===== config.mk =====
export PLATFORM = sky130hd
export DESIGN_NAME = dbcs_front
export DESIGN_NICKNAME = d
export VERILOG_FILES = /design/src/sv/dbcs_pkg.sv /design/src/sv/dbcs_front.sv
export SDC_FILE = /design/constraint.sdc
export NUM_CORES = 1
export LEC_CHECK = 0
export BUFFER_PORTS_ARGS = -buffer_cell sky130_fd_sc_hd__buf_2
export CAP_MARGIN = 20
export CORE_UTILIZATION = 51
export CTS_CLUSTER_DIAMETER = 50
export DETAILED_ROUTE_END_ITERATION = 12
export PLACE_DENSITY = 0.69
export SYNTH_ARGS = -nofsm -noshare
export SYNTH_HDL_FRONTEND = slang
export SYNTH_SLANG_ARGS = --single-unit

===== constraint.sdc =====
create_clock -name clk -period 10.35 [get_ports clk]
set_clock_uncertainty 0.15 [all_clocks]
set_input_delay 1.035 -clock clk [delete_from_list [all_inputs] [get_ports clk]]
set_output_delay 1.035 -clock clk [all_outputs]
set_load 0.005 [all_outputs]

===== src/sv/dbcs_pkg.sv =====
package dbcs_pkg;

  localparam int OP_W   = 2;
  localparam int BYTE_W = 8;
  localparam int CODE_W = 16;
  localparam int CHAR_W = 21;
  localparam int ST_W   = 2;

  localparam int MEM_DEPTH = 1 << CODE_W;
  localparam int SB_DEPTH  = 1 << BYTE_W;

  localparam int QDEPTH = 4;
  localparam int QAW    = $clog2(QDEPTH);

  localparam logic [CHAR_W-1:0] REPL_CHAR = 21'h00FFFD;

  typedef enum logic [OP_W-1:0] {
    OP_LOAD   = 2'd0,
    OP_DECODE = 2'd1,
    OP_END    = 2'd2,
    OP_NONE   = 2'd3
  } op_t;

  typedef enum logic [ST_W-1:0] {
    ST_OK         = 2'd0,
    ST_BAD_SINGLE = 2'd1,
    ST_BAD_PAIR   = 2'd2,
    ST_INCOMPLETE = 2'd3
  } status_t;

  typedef enum logic [2:0] {
    K_LOAD,
    K_SINGLE,
    K_PAIR,
    K_BAD_SINGLE,
    K_INCOMPLETE
  } kind_t;

  typedef struct packed {
    kind_t             kind;
    logic [CODE_W-1:0] code;
    logic [CHAR_W-1:0] chr;
  } req_t;

  typedef struct packed {
    logic not_empty;
    logic full;
  } qstat_t;

endpackage


===== src/sv/dbcs_front.sv =====
module dbcs_front (
  input  logic                        clk,
  input  logic                        rst_n,
  input  logic                        in_valid,
  output logic                        in_ready,
  input  logic [dbcs_pkg::OP_W-1:0]   in_op,
  input  logic [dbcs_pkg::BYTE_W-1:0] in_byte,
  input  logic [dbcs_pkg::CODE_W-1:0] in_entry_code,
  input  logic [dbcs_pkg::CHAR_W-1:0] in_entry_char,
  input  logic                        clr_done,
  input  dbcs_pkg::qstat_t            qstat,
  output logic                        push,
  output dbcs_pkg::req_t              push_req
);
  import dbcs_pkg::*;

  logic [SB_DEPTH-1:0] sb_valid_r;
  logic [SB_DEPTH-1:0] lead_map_r;
  logic [BYTE_W-1:0]   pending_r;
  logic [BYTE_W-1:0]   pending_nxt;
  logic                accept;
  op_t                 op;

  assign op       = op_t'(in_op);
  assign in_ready = clr_done && !qstat.full;
  assign accept   = in_valid && in_ready;

  always_comb begin
    push          = 1'b0;
    push_req.kind = K_LOAD;
    push_req.code = in_entry_code;
    push_req.chr  = in_entry_char;
    pending_nxt   = pending_r;
    if (accept) begin
      unique case (op)
        OP_LOAD: begin
          push = 1'b1;
        end
        OP_DECODE: begin
          priority if (pending_r != '0) begin
            push          = 1'b1;
            push_req.kind = K_PAIR;
            push_req.code = {pending_r, in_byte};
            pending_nxt   = '0;
          end else if (sb_valid_r[in_byte]) begin
            push          = 1'b1;
            push_req.kind = K_SINGLE;
            push_req.code = {{(CODE_W-BYTE_W){1'b0}}, in_byte};
          end else if (lead_map_r[in_byte]) begin
            pending_nxt = in_byte;
          end else begin
            push          = 1'b1;
            push_req.kind = K_BAD_SINGLE;
          end
        end
        OP_END: begin
          if (pending_r != '0) begin
            push          = 1'b1;
            push_req.kind = K_INCOMPLETE;
            push_req.code = {pending_r, {BYTE_W{1'b0}}};
            pending_nxt   = '0;
          end
        end
        OP_NONE: begin
        end
      endcase
    end
  end

  always_ff @(posedge clk) begin
    if (!rst_n) begin
      sb_valid_r <= '0;
      lead_map_r <= '0;
      pending_r  <= '0;
    end else begin
      pending_r <= pending_nxt;
      if (accept && op == OP_LOAD) begin
        if (in_entry_code[CODE_W-1:BYTE_W] == '0) begin
          sb_valid_r[in_entry_code[BYTE_W-1:0]] <= 1'b1;
        end else begin
          lead_map_r[in_entry_code[CODE_W-1:BYTE_W]] <= 1'b1;
        end
      end
    end
  end

  a_pending_is_lead: assert property (@(posedge clk) disable iff (!rst_n)
    pending_r != '0 |-> lead_map_r[pending_r])
    else $error("pending byte not a lead byte");

  a_pair_pushed: assert property (@(posedge clk) disable iff (!rst_n)
    accept && op == OP_DECODE && pending_r != '0 |-> push && push_req.kind == K_PAIR)
    else $error("pair request lost");

  a_push_on_accept: assert property (@(posedge clk) disable iff (!rst_n)
    push |-> accept)
    else $error("request pushed without accept");

endmodule


* Word level (Yosys, flattened, before mapping)
Cells that the tools add are included.
** Cells by class
- Muxes and demuxes :: 26
- Order comparisons :: 5
- Bitwise logic cells :: 3
- Reduce and logical (&&, ||, !) cells :: 13
- Equality and inequality tests :: 5
** Operator list (number)
- 256-bit bitwise OR :: 2
- 19-bit two-way mux :: 2
- 19-bit one-hot mux with 2 select lines :: 1
- 8-bit two-way mux :: 4
- 8-bit by 9-bit less-than comparator with 1-bit output (second input constant) :: 3
- 18-bit two-way mux :: 1
- 1-bit binary-select mux with 8-bit select :: 2
- 1-bit demux with 8-bit select :: 2
- 8-bit by 1-bit >= comparator with 1-bit output (second input constant) :: 2
- 16-bit two-way mux :: 1
- 8-bit one-hot mux with 2 select lines :: 1
- 1-bit two-way mux :: 9
- 8-bit zero test :: 1
- 8-bit nonzero test :: 1
- 3-bit != test (second input constant) :: 2
- 1-bit logical AND :: 5
- 5-bit AND reduction :: 1
- 2-bit two-way mux :: 2
- 2-bit AND reduction :: 2
- 1-bit one-hot mux with 3 select lines :: 1
- 2-bit by 1-bit == test with 1-bit output (second input constant) :: 1
- 2-bit == test (second input constant) :: 1
- 2-bit zero test :: 1
- 2-bit != test (second input constant) :: 1
- other kinds (3) :: 3
** Storage, ports and cells
- Bits in registers :: 520
- Logic and storage cells :: 55
- Input port bits :: 53
- Output and inout port bits :: 42

* Logic depth before layout (Yosys ltp)
Gate-level depths: netlist of the first run.
- Depth after elaboration :: 7
- Mapped depth :: 15
- Gate-level depth less buffers :: 9

* Worst setup path after synthesis of the first run
OpenSTA, ideal clock, no wires.
- Path kind :: input port to output port
- Start :: input port in_byte[0] in the netlist's numbering
- End :: output port push
- Buffers on the path :: 2
- Setup slack :: 5.542 ns
- Required time :: 9.165 ns
- Arrival time :: 3.623 ns
- Stages on the path :: 11
- Cell sequence :: buf_6 -> buf_2 -> mux4_2 -> mux4_2 -> a22oi_1 -> a21oi_1 -> a21o_1 -> or3_1 -> o31ai_2 -> nor3_1 -> nor4b_2
** On the way
- Word-level cells in the longest chain between the ends :: 7
- Elaborated cells on any way between the ends :: 9
- Classes of those cells :: mux: 9
** Ends and longest elaborated chain
- start, declared :: RTL line dbcs_front.sv:7 : input logic [dbcs_pkg::BYTE_W-1:0] in_byte,
- 1-bit binary-select mux with 8-bit select :: RTL line dbcs_front.sv:49 : end else if (lead_map_r[in_byte]) begin
- 1-bit two-way mux (implied by the code) :: RTL line dbcs_front.sv:49
- 1-bit two-way mux :: RTL line dbcs_front.sv:49
- 1-bit two-way mux (*) :: RTL line dbcs_front.sv:45 : end else if (sb_valid_r[in_byte]) begin
- 1-bit two-way mux (*) :: RTL line dbcs_front.sv:40 : priority if (pending_r != '0) begin
- 1-bit one-hot mux with 3 select lines (*) :: RTL line dbcs_front.sv:35 : unique case (op)
- 1-bit two-way mux (*) :: RTL line dbcs_front.sv:34 : if (accept) begin
- end, declared :: RTL line dbcs_front.sv:12 : output logic push,
Every way passes the cells marked *; elsewhere a longest branch is shown, timed or not. The select of a mux whose other input is x is not followed.

==> summary.md, run 1 <==
| Metric | Value |
|---|---|
| # DRC | 0 |
| Worst path cell trace | buf_8 -> buf_12 -> mux2i_1 -> a22oi_1 -> a21oi_1 -> nor4_1 -> a311o_1 -> a31oi_1 -> or3_4 -> a31oi_4 -> o221ai_1 -> buf_2 |
| Initial DRC count | 1,719 |
| Synth Instances | 2,367 |
| Average wire per standard cell | 21.4 um |
| CTS tree | yes |
| # rows | 76 |
| Placed Cells | 2,815 |
| Crit path launch type | input port |
| Height of the chip | 213 um |
| WL final | 62,400 um |
| Total global routing overflow | 0 |
| Post-CTS Setup Inserts | 0 |
| First-pass GRT wire length | 96,100 um |
| I/O Buffers | 51 |
| Maximum vdd drop | 125 uV |
| DRT Pass-1 Iters | 8 |
| N_diodes | 0 |
| Post-synth top cells | 520 x dfxtp_1, 404 x nor2_1, 361 x o21a_1 |
| Final GP Congestion | 0.877 |
| Multi-input logic area | 11,200 um2 |
| Register area share after synthesis | 46.0% |
| Via-per-instance ratio | 5.95 |
| Gr usage total | 27.9% |
| Worst Tran Pin Value | 1410 ps |
| Share of cells above drive strength 1 | 11.6% |
| Count of final hold-check violations | 0 |
| Most frequent cell after synthesis | dfxtp_1 |
| Setup CP Type | in -> out |
| Synth Area per Inst | 9.55 um2 |
| Status | completed |
| Synth top area cells | dfxtp_1 46%, o21a_1 12%, mux4_2 8.8% |
| Core Area | 43,400 um2 |
| CP Data Arrival Time | 5700 ps |
| H-Tree Level Count | 2 |
| Setup_tns | 0 ps |
| I/O pin count | 95 |
| Max cap viols | 0 |
| Hold Crit Class | reg -> reg |
| Syn Nets | 2,424 |
| Fillers | 3,839 |
| Setup WS post-layout | 3460 ps |
| Max Clk Rate | 145 MHz |
| Worst EP required | 9170 ps |
| CTS Sinks | 520 |
| Yosys top cell area share | 46.0% |
| Worst-path clk slew | 50 ps |
| Initial antenna violation count | 1 |
| Biggest cell delay along the critical path | 760 ps |
| Placed cell area | 22,900 um2 |
| Post-route ant nets | 0 |
| Synth Cell Area | 22,600 um2 |
| Crit-path max FO | 115 |
| Leak Pwr | 0.00869 uW |
| Vias | 17,300 |
| Vias in the first global route | 16,700 |
| Post-synth EDFFs | 0 |
| Worst slack at placement | 3610 ps |
| Worst slew margin | 6.16% |
| Post-cts resize count | 0 |
| Final Setup Violations | 0 |
| Asr flop ratio synth | 0% |
| Area delta synth->final | 8.81% |
| Yosys cell types | 56 |
| RSZ-0062 raised after global routing | false |
| Dominant synthesized flop cell | dfxtp_1 |
| Die ar. | 45,200 um2 |
| Max Root-Sink Buffers | 3 |
| Die outline width | 213 um |
| Final Non-Filler Cells | 2,912 |
| CP Buf/Inv Count | 3 |
| Fin crit share | 66.6% |
| Final Max Tran Viols | 0 |
| Yosys warning total | 0 |
| Yosys reg bits | 520 |
| TritonCTS buffer count | 54 |
| Dpl hpwl | 38,100 um |
| Clock latency on the worst-skew pair | 620 ps |
| Final instance area | 24,600 um2 |
| Reg area | 10,400 um2 |
| Synth area leader | dfxtp_1 |
| Largest net degree at the start of global routing | 269 |
| Final #Nets | 2,344 |
| Root buffer cell | clkbuf_16 |
| Hold-fix buffers, CTS | 0 |
| Worst path slowest cell | nor4_1 |
| CP delay by family, top | buffers and inverters |
| Shortest period the worst path allows | 6890 ps |
| Power per cell area | 168 nW/um2 |
| CP Capture Type | output port |
| Starting density of the core | 52.1% |
[cell families after synthesis]
family / count (synthesis) / synth area share [%]
fa+ha+maj: 4 / 0.221
flops: 520 / 46.0
compound gates: 637 / 19.3
buf+inv: 234 / 4.83
mux: 203 / 13.9
simple gates: 769 / 15.7
[layout by cell type, fill, tap and decap left out, drive strengths merged, types with 6 or more instances in the layout]
cell / Yosys / routed
mux4: 88 / 88
and3: 8 / 8
nor2: 404 / 404
clkbuf: 150 / 82
a22o: 9 / 9
nor4: 10 / 10
nor2b: 156 / 156
mux2i: 106 / 106
clkinv: 0 / 11
a31oi: 7 / 7
nor3: 20 / 20
o21ai: 12 / 12
inv: 27 / 27
nand3: 47 / 47
mux2: 9 / 9
dfxtp: 520 / 520
or2: 6 / 6
a21oi: 163 / 163
nand4: 6 / 6
a22oi: 45 / 45
nand2: 83 / 83
or3: 11 / 11
buf: 57 / 70
o22ai: 15 / 15
and2: 9 / 9
o21a: 361 / 361
[worst register-to-register path, cell delays in order, from the launching register on]
cell,delay (ps)
dfxtp_1,310
mux4_2,470
mux2_2,290
o22ai_1,290
nor4_1,90
a311o_1,340
a31oi_1,290
o31ai_2,160
nor3_4,370
a22o_1,190
[registers in the layout (all words and copies together), names as in the netlist]
| register | flops |
|---|---|
| sb_valid_r | 256 |
| lead_map_r | 256 |
| pending_r | 8 |
[power by group]
group / internal [uW] / switching [uW] / total [uW] / leakage [uW]
Combinational: 72.8 / 160 / 233 / 0.00366
Clock: 1100 / 801 / 1900 / 0.000846
Sequential: 2000 / 0.129 / 2000 / 0.00419
[area by class of cell]
type                    instances  area share [%]
multi-input cells            1613            45.4
clock inverters                15           0.621
inverters                      27           0.412
clock buffers                  81            6.40
repair buffers                 71            1.92
well taps                     585            2.98
flip-flops and latches        520            42.3
[metal layers]
| layer | GRT usage (%) | routed length (um) | vias up |
|---|---|---|---|
| met5 | 0 | 0 | - |
| met4 | 11.2 | 2160 | 0 |
| met3 | 4.90 | 4480 | 148 |
| met2 | 48.1 | 30700 | 667 |
| met1 | 34.5 | 25100 | 8412 |
| li1 | - | - | 8086 |
[through the flow]
step                hold slack [ps]  total power [uW]  utilization, %
floorplan                       275              2210               -
global placement                290              2270            52.6
detailed placement              296              2270            52.7
CTS                             310              4160            56.7
global route                    319              4250            56.7
finish                          309              4130            56.7
[final timing paths]
kind	start	end	slack (ps)	depth (start not counted)
max	in_byte[0]	push_req[24]	3460	12
min	lead_map_r[22]$_SDFFE_PN0P_	lead_map_r[22]$_SDFFE_PN0P_	310	1
max reg2reg	sb_valid_r[255]$_SDFFE_PN0P_	pending_r[4]$_SDFFE_PN0P_	7340	9
min reg2reg	lead_map_r[22]$_SDFFE_PN0P_	lead_map_r[22]$_SDFFE_PN0P_	310	1
(Power assumes the default switching activity.)
==> inputs of run 2 (changes only) <==
PLACE_DENSITY = 0.72   (was 0.69)
clock period = 6.2 ns   (was 10.35 ns; I/O delays follow)
==> run 2 against run 1 <==
  * Critical path depth decreased by 1
  * Register-to-register slack got worse by 4200 ps
  * Hold slack worse by 32 ps
  * Total power increased by 67%
  * Highest routed layer is now met5
  * Non-clock buffer count increased by 6
  * Clock power up 66%
  * Via count up 0.73%
  * Wire length shrank 2.0%
  * Sequential power increased by 67%
  * Sequential share of layout area is essentially flat
  * Largest cell class unchanged
==> summary.md, run 2 (synthesized netlist as in run 1, its figures left out) <==
| Metric | Value |
|---|---|
| Power per cell area | 280 nW/um2 (+67%) |
| Worst EP required | 5430 ps (-3740 ps) |
| Die outline width | 213 um (unchanged) |
| Comb power frac | 5.6% (about the same) |
| Clock latency on the worst-skew pair | 610 ps (about the same) |
| Most used routing layer | met2 |
| Final GP Congestion | 0.919 (+4.8%) |
| Starting density of the core | 52.1% (unchanged) |
| Die ar. | 45,200 um2 (unchanged) |
| Hold Crit Class | in -> reg |
| CP Capture Type | output port |
| Post-route ant nets | 0 (unchanged) |
| Total global routing overflow | 0 (unchanged) |
| Leak Pwr | 0.00872 uW (+0.40%) |
| Min-delay src | in_entry_code[8] |
| CP Data Arrival Time | 4680 ps (-1020 ps) |
| GR Layer Usage met3 | 5.26% (+0.35 points) |
| Worst slew margin | 19.1% (+13 points) |
| Shortest period the worst path allows | 5450 ps |
| Height of the chip | 213 um (unchanged) |
| Worst r2r src | lead_map_r[103]$_SDFFE_PN0P_ |
| Largest net degree at the start of global routing | 260 (-3.3%) |
| Psw | 1600 uW (+66%) |
| Fin crit share | 88.0% |
| Post-route total power | 6890 uW (+67%) |
| Vias in the first global route | 17,000 (+2.1%) |
| Sequential Power Share | 48.5% (about the same) |
| Max Root-Sink Buffers | 3 (unchanged) |
| Initial antenna violation count | 7 (+6) |
| Initial DRC count | 1,456 (-15%) |
| Max cap viols | 0 (unchanged) |
| Vias | 17,400 (+0.73%) |
| Met2 GRT Util | 46.2% (-1.9 points) |
| Setup CP Type | in -> out |
| DRT Pass-1 Iters | 5 (-3) |
| H-Tree Level Count | 2 (unchanged) |
| Count of final hold-check violations | 0 (unchanged) |
| WL final | 61,200 um (-2.0%) |
| Final Setup Violations | 0 (unchanged) |
| Maximum vdd drop | 231 uV (+85%) |
| Setup_tns | 0 ps (unchanged) |
| Max Clk Rate | 183 MHz |
| RSZ-0062 raised after global routing | false |
| TritonCTS buffer count | 53 (-1.9%) |
| Worst-path clk slew | 60 ps (about the same) |
| Dpl hpwl | 38,000 um (-0.34%) |
| Crit-path max FO | 30 (-74%) |
| Post-cts resize count | 0 (unchanged) |
| Status | completed |
| Post-CTS Setup Inserts | 0 (unchanged) |
| Share of cells above drive strength 1 | 11.9% (+0.32 points) |
| Commonest non-fill, non-tap cell in the layout | dfxtp_1 |
| Crit path launch type | input port |
| Average wire per standard cell | 21.0 um (-2.2%) |
| Largest regs | lead_map_r: 256 flops, sb_valid_r: 256 flops, pending_r: 8 flops |
| Final instance area | 24,600 um2 (about the same) |
| Gr usage total | 27.3% (-0.58 points) |
| Sw frac | 23.2% (-0.042 points) |
| Hold-fix buffers, CTS | 0 (unchanged) |
| Clock share of power | 45.8% (about the same) |
| Final core utilization | 56.8% (about the same) |
| # rows | 76 (unchanged) |
| Core Area | 43,400 um2 (unchanged) |
| Area delta synth->final | 8.92% (about the same) |
| Hold Slack | 277 ps (-31.9 ps) |
| CTS tree | yes |
| I/O pin count | 95 (unchanged) |
| CTS Sinks | 520 (unchanged) |
| Worst Tran Pin Value | 1210 ps (-194 ps) |
| Most frequent cells in the layout | 520 x dfxtp_1, 403 x nor2_1, 361 x o21a_1 |
| Placed cell area | 22,900 um2 (about the same) |
| Final #Nets | 2,349 (+0.21%) |
| I/O Buffers | 51 (unchanged) |
| Worst Setup SP | in_byte[2] |
| # DRC | 0 (unchanged) |
| Final Max Tran Viols | 0 (unchanged) |
| Root buffer cell | clkbuf_16 |
| Internal | 5290 uW (+67%) |
| Via-per-instance ratio | 5.97 (+0.49%) |
| First-pass GRT wire length | 94,700 um (-1.5%) |
| GRT met1 Usage | 33.1% (-1.4 points) |
run 2: cell count changes in the layout (fill, tap and decap cells not counted), moves of 2 or more:
cell        before  now
diode_2          0    3
clkbuf_1        16   10
clkbuf_16       55   53
buf_4           12   23
clkbuf_8        10   15
buf_6            4    0
clkinvlp_4       2    0
inv_6            0    3
run 2: path summary, 6_finish.rpt:
kind | to | slack [ps] | cells after the start
max | push_req[37] | 750 | 11
min | lead_map_r[15]$_SDFFE_PN0P_ | 280 | 3
max reg2reg | pending_r[3]$_SDFFE_PN0P_ | 3180 | 9
min reg2reg | lead_map_r[20]$_SDFFE_PN0P_ | 310 | 1
run 2: power groups by stage:
stage	combinational [uW]	clock (uW)	sequential, uW
detailed placement	381	0	3420
CTS	382	3210	3340
global placement	377	0	3420
floorplan	282	0	3420
global route	412	3340	3340
finish	389	3160	3340
run 2: critical path: stages:
cell     delay (ps)
buf_2           670
buf_4           570
mux4_2          390
mux4_2          500
a22oi_1         180
a21oi_1         100
a21o_1          220
or3_1           360
o31ai_2         150
nor3b_1         640
buf_2           230
run 2: layout make-up:
cell class                 count  area, um2
timing repair buffer          77        502
tap                          585        732
clock inverter                17        173
antenna                        3       7.51
fill                        3794      18700
clock buffer                  77       1560
inverter                      27        101
multi-input combinational   1613      11100
sequential                   520      10400
run 2: metal layers:
layer	share of wire [%]	routed length (um)	vias up
met4	4.6	2830	4
li1	-	-	8086
met2	48	29500	652
met5	0.046	28	-
met3	7.4	4510	176
met1	40	24300	8522
run 2: metrics by stage:
| stage | setup WS (ps) | instances |
|---|---|---|
| floorplan | 2220 | 2367 |
| global placement | 877 | 2821 |
| detailed placement | 846 | 2821 |
| CTS | 839 | 2915 |
| global route | 506 | 2918 |
| finish | 746 | 2919 |
