==> config.mk <==
export PLATFORM = sky130hd
export DESIGN_NAME = dbcs_queue
export DESIGN_NICKNAME = d
export VERILOG_FILES = /design/src/sv/dbcs_pkg.sv /design/src/sv/dbcs_queue.sv
export SDC_FILE = /design/constraint.sdc
export NUM_CORES = 1
export LEC_CHECK = 0
export ABC_AREA = 1
export BUFFER_PORTS_ARGS = -buffer_cell sky130_fd_sc_hd__buf_2
export CAP_MARGIN = 20
export CORE_MARGIN = 2
export CORE_UTILIZATION = 40
export DETAILED_ROUTE_END_ITERATION = 8
export SLEW_MARGIN = 20
export SYNTH_ARGS = -nofsm -noshare
export SYNTH_HDL_FRONTEND = slang
export SYNTH_SLANG_ARGS = --single-unit
==> constraint.sdc <==
create_clock -name clk -period 1.87 [get_ports clk]
set_input_delay 0.2805 -clock clk [delete_from_list [all_inputs] [get_ports clk]]
set_output_delay 0.2805 -clock clk [all_outputs]
set_load 0.05 [all_outputs]
==> src/sv/dbcs_pkg.sv <==
package dbcs_pkg;

  localparam int OP_W   = 2;
  localparam int BYTE_W = 8;
  localparam int CODE_W = 16;
  localparam int CHAR_W = 21;
  localparam int ST_W   = 2;

  localparam int MEM_DEPTH = 1 << CODE_W;
  localparam int SB_DEPTH  = 1 << BYTE_W;

  localparam int QDEPTH = 4;
  localparam int QAW    = $clog2(QDEPTH);

  localparam logic [CHAR_W-1:0] REPL_CHAR = 21'h00FFFD;

  typedef enum logic [OP_W-1:0] {
    OP_LOAD   = 2'd0,
    OP_DECODE = 2'd1,
    OP_END    = 2'd2,
    OP_NONE   = 2'd3
  } op_t;

  typedef enum logic [ST_W-1:0] {
    ST_OK         = 2'd0,
    ST_BAD_SINGLE = 2'd1,
    ST_BAD_PAIR   = 2'd2,
    ST_INCOMPLETE = 2'd3
  } status_t;

  typedef enum logic [2:0] {
    K_LOAD,
    K_SINGLE,
    K_PAIR,
    K_BAD_SINGLE,
    K_INCOMPLETE
  } kind_t;

  typedef struct packed {
    kind_t             kind;
    logic [CODE_W-1:0] code;
    logic [CHAR_W-1:0] chr;
  } req_t;

  typedef struct packed {
    logic not_empty;
    logic full;
  } qstat_t;

endpackage

==> src/sv/dbcs_queue.sv <==
module dbcs_queue (
  input  logic             clk,
  input  logic             rst_n,
  input  logic             push,
  input  dbcs_pkg::req_t   push_req,
  input  logic             pop,
  output dbcs_pkg::qstat_t qstat,
  output dbcs_pkg::req_t   head
);
  import dbcs_pkg::*;

  req_t           slot_r [QDEPTH];
  logic [QAW-1:0] wr_ptr_r;
  logic [QAW-1:0] rd_ptr_r;
  logic [QAW:0]   count_r;
  logic [QAW:0]   count_nxt;

  assign head            = slot_r[rd_ptr_r];
  assign qstat.not_empty = count_r != '0;
  assign qstat.full      = count_r == (QAW+1)'(QDEPTH);

  always_comb begin
    unique case ({push, pop})
      2'b10:   count_nxt = count_r + 1'b1;
      2'b01:   count_nxt = count_r - 1'b1;
      default: count_nxt = count_r;
    endcase
  end

  always_ff @(posedge clk) begin
    if (push) begin
      slot_r[wr_ptr_r] <= push_req;
    end
  end

  always_ff @(posedge clk) begin
    if (!rst_n) begin
      wr_ptr_r <= '0;
      rd_ptr_r <= '0;
      count_r  <= '0;
    end else begin
      count_r <= count_nxt;
      if (push) begin
        wr_ptr_r <= wr_ptr_r + 1'b1;
      end
      if (pop) begin
        rd_ptr_r <= rd_ptr_r + 1'b1;
      end
    end
  end

endmodule

Word-level counts from Yosys, hierarchy flattened

Memory sizes are Yosys's and may differ from the RTL's. A register that Yosys moved wholly into a read port is not among the register bits.
Cells that the tools add are included.
W data, S select, Z words.

Latch bits: 0
Memories kept: 1
Register bits after elaboration: 7
Input port bits: 44
Output and inout bits: 42
Bits in writable memories: 160
Memory bits (read-only): 0

Order comparisons: 0
Shifts and indexed selects: 0
Reductions and logical operators: 2
Multipliers: 0
Equality and inequality tests: 3
Muxes and demuxes: 5
Divide/modulo/power cells: 0
$add $sub $neg: 4
Bitwise gates (word level): 0

Memories:

| memory | depth | bits a word | read ports | clocked after Yosys merged registers in | wr ports | RTL line         | RTL |
|---|---|---|---|---|---|---|---|
| slot_r | 4     | 40          | 1          | 1                                       | 1        | dbcs_queue.sv:12 | `req_t slot_r [QDEPTH];` |

Operators by type and width:

| operator              | number |
|---|---|
| $pmux W3 S2           | 1 |
| $add A2 B1 Y2 const B | 2 |
| $mux W2               | 2 |
| $add A3 B1 Y3 const B | 1 |
| $eq A3 B3 Y1 const B  | 1 |
| $reduce_bool A3 Y1    | 1 |
| $sub A3 B1 Y3 const B | 1 |
| $eq A2 B1 Y1 const B  | 1 |
| $eq A2 B2 Y1 const B  | 1 |
| $mux W1               | 2 |
| $reduce_bool A2 Y1    | 1 |

Longest topological paths before layout

Gate-level depths: netlist of run 1.

Depth after elaboration: 3
Mapped depth: 10
Mapped depth without buffers: 10

Worst setup path before layout of run 1

OpenSTA, ideal clock, no wires.

Path type: register to register
Start point: register wr_ptr_r[0]
End point: memory slot_r[2][0] in the netlist's numbering, enable pin
Cell stages (with the launch flop): 5
Period minus slack after synthesis: 1.769 ns
Setup time: 0.395 ns
Arrival: 1.375 ns
Data required time: 1.475 ns
Path slack: 0.101 ns
Path through: dfxtp_1 -> inv_1 -> ha_1 -> nand2_1 -> inv_1

RTL lines:

| item                     | RTL line         | RTL |
|---|---|---|
| start: declaration       | dbcs_queue.sv:13 | `logic [QAW-1:0] wr_ptr_r;` |
| start signal: assignment | dbcs_queue.sv:44 | `wr_ptr_r <= wr_ptr_r + 1'b1;` |
| end: declaration         | dbcs_queue.sv:12 |  |

No word-level cell before the write port.

==> results of run 1 <==
stage by stage:
step / total power (W) / hold slack (ns) / TNS (ns)
CTS: 0.00901 / 0.0521 / -1.49
global placement: 0.00560 / 0.433 / 0
detailed placement: 0.00563 / 0.451 / 0
global route: 0.00932 / 0.0661 / -2.52
floorplan: 0.00531 / 0.379 / 0
finish: 0.00903 / 0.0693 / -0.562
cells in the mapped netlist, types with 2 or more instances:
cell type / instances
a21oi_1: 5
buf_12: 4
buf_2: 8
buf_4: 4
buf_6: 5
buf_8: 4
dfxtp_1: 9
edfxtp_1: 160
ha_1: 5
inv_1: 16
nand2_1: 9
nand3_1: 2
nor2_1: 83
o21ai_0: 46
o21ai_1: 38
o21ai_2: 2
o22ai_1: 40
where the power goes:
part	internal [W]	switching (W)
clock	0.00181	0.00132
sequential	0.00432	0.0000513
combinational	0.000515	0.00102
total	0.00664	0.00239
area by class of cell:
class	instances	share of cell area, %
Sequential cell	169	59.5
Multi-Input combinational cell	233	16.6
Timing Repair Buffer	111	12.6
Clock buffer	22	5.30
Tap cell	216	3.22
Inverter	17	0.955
Clock inverter	10	0.940
Timing Repair inverter	3	0.791
Antenna cell	2	0.0597
repair_timing:
action / CTS / global route
endpoints found under the hold margin: 0 / 0
gates resized for setup: 106 / 67
endpoints found under the setup margin: 40 / 40
pin swaps: 19 / 30
gates cloned: 7 / 3
setup buffers: 7 / 1
metal layers:
layer	wire length (um)	track usage [%]
met1	6540	21.5
met5	16	0
met2	7410	28.8
met3	866	5.44
met4	229	5.50
logic make-up after synthesis:
| group | synth area share (%) |
|---|---|
| AOI/OAI and AO/OA | 11.0 |
| adders and majority gates | 1.27 |
| buffers and inverters | 5.28 |
| DFF | 76.8 |
| and+or+nand+nor | 5.65 |
sequential cells by signal, indices dropped and copies added (netlist names), named ones only:
register	cells
count_r	3
rd_ptr_r	2
slot_r	160
wr_ptr_r	2
final timing paths:
path	start	to	slack [ns]	cells after the start
setup / recovery	flip-flop	head[0]	-0.05	5
setup reg to reg	wr_ptr_r[0]	slot_r[0][24]	0.46	5
hold / removal	push_req[4]	slot_r[0][4]	0.07	1
hold reg to reg	rd_ptr_r[1]	flip-flop	0.45	1
==> results.yml, run 1 <==
status:
  status: "finished, violations left"
  violations: "negative setup slack"
timing:
  slew_violations: 0
  fmax_ghz: 0.520
  finalHoldViolCount: 0
  fin_crit_sh_pct: 103
  finClkSkew_ns: 0.00567
  finalCriticalPeriod_ns: 1.92
  tightest_slew_ns: 0.276
  slew_headroom_pct: 81.6
  finalSetupViolCount: 26
  fin_ws_ns: -0.0526
  rsz0062_at_grt: "yes"
power_and_ir_drop:
  peakVddDrop_v: 0.000679
  power_density_mw_per_mm2: 1080
  total_leakage_power_nw: 2.99
setup_path:
  crit_required_ns: 1.59
  setup.worst_path.end_class: "primary output"
  path_cells: "buf_12 -> buf_12 -> o21ai_2 -> o22ai_1 -> buf_4"
  cpPeakStageDelay_ns: 0.40
  timing_worst_setup_path_type: "reg2out"
  crit_path_max_fanout: 8
  arrival_ns: 1.64
  critPathLaunchType: "flip-flop"
  critical_path.top_delay_family: "buffers and inverters"
  crit_buf_inv: 3
  cpMostUsedCell: "buf_12"
  cp_slowest_cell: "dfxtp_4"
synthesis:
  synthCells: 444
  ys_types: 21
  synthDominantCellAreaShare_pct: 74.0
  synth_nets: 494
  synth_edf_count: 160
  ys_ff_latch: 169
  async_flop_share_pct: 0
  synth_area_mm2: 0.00649
  yosysTopAreaCell: "edfxtp_1"
  yosysWarnings: 0
  syn_avg_cell_area_um2: 14.6
  synthTopCellsByArea: "edfxtp_1 74%, nor2_1 4.8%, o22ai_1 3.9%"
  ys.flop_type: "edfxtp_1"
  synth-seq-area-share_pct: 76.8
flow_run:
  maxCapViolations: 0
floorplan:
  core_mm2: 0.0159
  start_util_pct: 40.9
  fp-row-count: 46
  die-area_mm2: 0.0173
  die_x_um: 131
  die_y_um: 131
  io_pins: 86
cells_and_area:
  final_common_cell: "edfxtp_1"
  syn2layout_area_growth_pct: 29.1
  layout_common_cells: "160 x edfxtp_1, 81 x nor2_1, 45 x buf_2"
  final_nets: 602
  regArea_mm2: 0.00499
  fillers: 1334
  fin_util_pct: 52.8
  post_layout_nonfiller_instances: 783
  drive_gt1_share_pct: 34.5
  multi_input_area_mm2: 0.00139
  fin_area_mm2: 0.00838
global_routing:
  grt_pass1_vias: 4073
  grt_pass1_wl_mm: 22.4
  grt_remaining_overflow: 0
  antenna_found_initial: 2
  grt_start_max_net_pins: 41
  grt_usage_pct: 17.2
placed_design:
  post_dp_cell_area_mm2: 0.00708
  post-place-ws_ns: 0.218
  io_buffers: 85
  dp_cells: 733
  dp_hpwl_mm: 7.68
  gp_congestion: 0.732
detailed_routing:
  routedWlPerCell_um: 19.2
  final_antenna_net_count: 0
  first_pass_iters: 5
  via_count: 4018
  viasPerCell: 5.13
  drt_iter0_drc: 343
  routed_wl_mm: 15.1
  drcViolationCount: 0
hold_path:
  hp-class: "in2reg"
clocking:
  htree_levels: 4
  hold_buffers: 0
  cts_tree: "built"
  worstSkewPairLatency_ns: 0.42
  clockBufferDepth: 2
  clk_pin_slew_ns: 0.06
  clkSinkCount: 169
  cts_root_buffer: "clkbuf_16"
  numCtsBuffers: 17
Power figures use the tool's default switching activity.
==> run 2, diff against run 1 <==
ABC_AREA = unset   (was 1)
SKIP_LAST_GASP = 1   (was unset)
==> run 2 against run 1 <==
- the run still ends with negative setup slack left
- critical path depth fell by 2
- flip-flop and latch count did not move
- sequential share of layout area rose by 3.9 points
- non-clock buffer count fell by 13
- hold slack got worse by 0.0058 ns
- clock skew rose by 0.0026 ns
- combinational power fell by 5%
- critical path type unchanged
- highest routed layer is now met4
==> results.yml, run 2 <==
power_and_ir_drop:
  pwr-share-comb_pct: 15.5
  power_frac_seq_pct: 46.6
  total_leakage_power_nw: 2.69
  peakVddDrop_v: 0.000620
  intPower_w: 0.00712
  power_density_mw_per_mm2: 1200
  clkPwrFrac_pct: 37.9
  power.share.switching_pct: 24.4
  p_switching_w: 0.00230
synthesis:
  synth_common_cells: "160 x edfxtp_1, 40 x mux4_2, 10 x and2_1"
  async_flop_share_pct: 0
  synthTopCellsByArea: "edfxtp_1 77%, mux4_2 14%, dfxtp_1 2.9%"
  ys.flop_type: "edfxtp_1"
  synth_nets: 305
  yosysMostFrequentCell: "edfxtp_1"
  synthDominantCellAreaShare_pct: 76.6
  yosysTopAreaCell: "edfxtp_1"
  synth_edf_count: 160
  ys_ff_latch: 169
  yosysWarnings: 0
  ys_types: 19
  synthCells: 255
  syn_avg_cell_area_um2: 24.6
  synth-seq-area-share_pct: 79.5
  synth_area_mm2: 0.00627
clocking:
  clkSinkCount: 169
  clk_pin_slew_ns: 0.06
  htree_levels: 4
  worstSkewPairLatency_ns: 0.43
  clockBufferDepth: 2
  cts_tree: "built"
  numCtsBuffers: 17
  hold_buffers: 0
  cts_root_buffer: "clkbuf_16"
detailed_routing:
  drcViolationCount: 0
  routed_wl_mm: 11.1
  first_pass_iters: 4
  viasPerCell: 4.86
  drt_iter0_drc: 137
  final_antenna_net_count: 0
  routedWlPerCell_um: 18.9
  via_count: 2855
timing:
  fin_ws_ns: -0.172
  rsz0062_at_grt: "yes"
  finClkSkew_ns: 0.00831
  fin_setup_tns_ns: -5.34
  hold_slack_ns: 0.0636
  tightest_slew_ns: 0.338
  finalHoldViolCount: 0
  fin_crit_sh_pct: 109
  fmax_ghz: 0.490
  finalSetupViolCount: 40
  finalCriticalPeriod_ns: 2.04
  slew_headroom_pct: 77.5
  slew_violations: 0
setup_path:
  setup.worst_path.end_class: "primary output"
  arrival_ns: 1.76
  crit_path_max_fanout: 9
  timing_worst_setup_path_type: "reg2out"
  critPathLaunchType: "flip-flop"
  crit_end: "head[16]"
  crit_required_ns: 1.59
  rr_endpoint: "count_r[2]"
  worstReg2RegStart: "count_r[1]"
  reg2regPathDepth: 5
  ff2ff_setup_slack_ns: 0.27
floorplan:
  die_y_um: 129
  fp-row-count: 45
  die_x_um: 129
  start_util_pct: 41.1
  die-area_mm2: 0.0167
  core_mm2: 0.0153
  io_pins: 86
cells_and_area:
  antenna_cells: 0
  final_common_cell: "edfxtp_1"
  final_nets: 413
  layout_common_cells: "160 x edfxtp_1, 45 x buf_2, 40 x mux4_2"
  fin_area_mm2: 0.00787
  top_register: "slot_r"
  fin_util_pct: 51.6
  syn2layout_area_growth_pct: 25.5
  largest_reg_flops: 160
  drive_gt1_share_pct: 45.5
  largestRegisters: "slot_r: 160 flops, count_r: 3 flops"
  fillers: 1209
global_routing:
  grt_usage_pct: 14.4
  grt_pass1_vias: 3122
  antenna_found_initial: 0
  grt_pass1_wl_mm: 17.0
  grt_remaining_overflow: 0
  grt_start_max_net_pins: 41
placed_design:
  gp_congestion: 0.673
  io_buffers: 85
  post-place-ws_ns: 0.0304
  post_dp_cell_area_mm2: 0.00701
  dp_hpwl_mm: 6.39
flow_run:
  maxCapViolations: 0
hold_path:
  hp-class: "in2reg"
status:
  status: "finished, violations left"
  violations: "negative setup slack"
run 2: logic make-up after synthesis:
group	count (synthesis)	synth area share [%]
adders and majority gates	6	1.32
AOI/OAI and AO/OA	3	0.279
buffers and inverters	15	2.14
and+or+nand+nor	16	1.52
DFF	169	79.5
xor gates and xnor gates	5	0.699
muxes	41	14.5
run 2: cell type report:
| class | count | area, um2 | area share [%] |
|---|---|---|---|
| clock buffers | 19 | 433 | 5.50 |
| multi-input cells | 71 | 1150 | 14.7 |
| clock inverters | 13 | 178 | 2.26 |
| well taps | 211 | 264 | 3.36 |
| inverters | 6 | 22.5 | 0.286 |
| flip-flops and latches | 169 | 4990 | 63.4 |
| repair buffers | 98 | 827 | 10.5 |
run 2: what timing repair did:
item                       CTS  global route
setup endpoints to repair   40            40
pin swaps                    0             0
gates cloned                 2             0
buffers inserted             3             0
resized for setup           67             7
run 2: stage by stage:
step	cells	power, W
after floorplan	255	0.00543
after global placement	552	0.00574
after detailed placement	552	0.00577
after CTS	589	0.00955
after global routing	587	0.00975
final	587	0.00942
run 2: worst min-delay path by stage:
stage | startpoint | endpoint | cells after the start
after floorplan | push_req[0] | slot_r[0][0] | 0
after global placement | count_r[2] | count_r[2] | 2
after detailed placement | push_req[25] | slot_r[1][25] | 1
after CTS | push_req[23] | slot_r[0][23] | 1
after global routing | push_req[23] | slot_r[3][23] | 1
final | push_req[15] | slot_r[0][15] | 1
run 2: layer usage:
layer,global-route usage (%),up-vias,wire length (um)
li1,-,1274,-
met1,17.4,1501,4740
met2,23.4,69,5590
met3,5.57,11,599
met4,5.95,0,157
met5,0,-,0
run 2: worst max-delay path, cell delays in order, from the launching register on:
cell and delay, ns:
dfxtp_4 0.42, buf_12 0.17, mux4_2 0.53, buf_4 0.21
run 2: power groups by stage:
stage	clock (W)	sequential, W	combinational (W)
2_1_floorplan	0	0.00445	0.000974
3_3_place_gp	0	0.00447	0.00128
3_5_place_dp	0	0.00448	0.00129
4_1_cts	0.00366	0.00439	0.00150
5_1_grt	0.00379	0.00441	0.00155
6_report	0.00357	0.00439	0.00146
==> run 3, diff against run 2 <==
RECOVER_POWER = 25   (was unset)
clock period = 1.66 ns   (was 1.87 ns; I/O delays follow)
==> run 3 against run 2 <==
- routed wire length fell by 3.4%
- clock power rose by 8.4%
- setup slack got worse by 0.20 ns
- combinational power barely moved
- core utilization fell by 1.5 points
- critical path type unchanged
- the flow still finishes with violations (negative setup slack)
- critical path depth did not move
==> results.yml, run 3 (synthesis results as in run 2) <==
status:
  status: "finished, violations left"
  violations: "negative setup slack"
global_routing:
  grt_pass1_vias: 3005
  grt_start_max_net_pins: 31
  grt_remaining_overflow: 0
  grt_usage_pct: 13.8
  grt_pass1_wl_mm: 16.3
  antenna_found_initial: 0
setup_path:
  crit_path_max_fanout: 21
  ff2ff_setup_slack_ns: 0.09
  setup.worst_path.end_class: "primary output"
  path_cells: "buf_12 -> mux4_2 -> buf_2"
  crit_required_ns: 1.41
  arrival_ns: 1.78
  cp_slowest_cell: "mux4_2"
  critPathLaunchType: "flip-flop"
  worstReg2RegStart: "count_r[1]"
  timing_worst_setup_path_type: "reg2out"
  cpPeakStageDelay_ns: 0.54
clocking:
  cts_root_buffer: "clkbuf_16"
  hold_buffers: 0
  numCtsBuffers: 17
  worstSkewPairLatency_ns: 0.42
  clk_pin_slew_ns: 0.06
  cts_tree: "built"
  htree_levels: 4
  clockBufferDepth: 2
  clkSinkCount: 169
placed_design:
  io_buffers: 85
  gp_congestion: 0.669
  post_dp_cell_area_mm2: 0.00707
  dp_cells: 557
  dp_hpwl_mm: 6.53
  post-place-ws_ns: -0.142
cells_and_area:
  antenna_cells: 0
  layout_common_cells: "160 x edfxtp_1, 63 x buf_2, 40 x mux4_2"
  regArea_mm2: 0.00499
  largestRegisters: "slot_r: 160 flops, count_r: 3 flops"
  largest_reg_flops: 160
  final_nets: 415
  fin_area_mm2: 0.00763
  drive_gt1_share_pct: 41.4
  syn2layout_area_growth_pct: 21.8
  final_common_cell: "edfxtp_1"
  fillers: 1259
  top_register: "slot_r"
  post_layout_nonfiller_instances: 588
  multi_input_area_mm2: 0.00116
timing:
  finalHoldViolCount: 0
  fmax_ghz: 0.492
  slew_headroom_pct: 75.8
  tightest_slew_ns: 0.364
  finalCriticalPeriod_ns: 2.03
  fin_ws_ns: -0.371
  rsz0062_at_grt: "yes"
  slew_violations: 0
  fin_setup_tns_ns: -13.66
  finClkSkew_ns: 0.00660
  fin_crit_sh_pct: 122
  finalSetupViolCount: 40
detailed_routing:
  drt_iter0_drc: 195
  first_pass_iters: 4
  routedWlPerCell_um: 18.2
  final_antenna_net_count: 0
  routed_wl_mm: 10.7
  via_count: 2846
  drcViolationCount: 0
  viasPerCell: 4.84
floorplan:
  core_mm2: 0.0153
  die_y_um: 129
  die_x_um: 129
  fp-row-count: 45
  io_pins: 86
  die-area_mm2: 0.0167
  start_util_pct: 41.1
power_and_ir_drop:
  total_power_w: 0.0103
  peakVddDrop_v: 0.000715
  power_density_mw_per_mm2: 1340
  total_leakage_power_nw: 2.55
hold_path:
  hold_start: "push_req[22]"
  hp-class: "in2reg"
flow_run:
  maxCapViolations: 0
-- run 3: repair_timing --
action                     CTS  global route
setup endpoints to repair   41            41
gates resized for setup      1             3
setup buffers                0             0
-- run 3: layout make-up --
type | instances | share of cell area, %
clock buffers | 18 | 5.62
clock inverters | 13 | 2.03
inverters | 6 | 0.295
multi-input cells | 71 | 15.2
flip-flops and latches | 169 | 65.4
well taps | 211 | 3.46
repair buffers | 100 | 8.00
-- run 3: worst paths after layout --
kind,endpoint,cells past startpoint
hold / removal,slot_r[1][22],1
hold reg to reg,count_r[2],2
setup / recovery,head[9],3
setup reg to reg,count_r[2],5
-- run 3: through the flow --
| step | util [%] | hold WS, ns |
|---|---|---|
| 3_3_place_gp | 46.3 | 0.459 |
| 3_5_place_dp | 46.3 | 0.467 |
| 4_1_cts | 50.2 | 0.0229 |
| 5_1_grt | 50.0 | 0.0358 |
| 2_1_floorplan | - | 0.348 |
| 6_report | 50.0 | 0.0452 |
-- run 3: per-layer routing --
layer,share of wire (%),up-vias,track usage (%)
li1,-,1277,-
met1,45,1486,17.8
met2,49,66,21.6
met3,4.8,17,4.42
met4,1.7,0,6.33
met5,0,-,0
-- run 3: power by group --
group / switching, W / leakage [nW] / internal [W]
Clock: 0.00153 / 0.271 / 0.00234
Combinational: 0.000976 / 0.733 / 0.000469
Sequential: 0.0000567 / 1.55 / 0.00489
Total: 0.00256 / 2.55 / 0.00770
-- run 3: worst max-delay path, delay by kind of cell, from the launching register on --
family	cells	cell delay (ns)
buffers and inverters	2	0.44
flip-flops	1	0.37
multiplexers	1	0.54
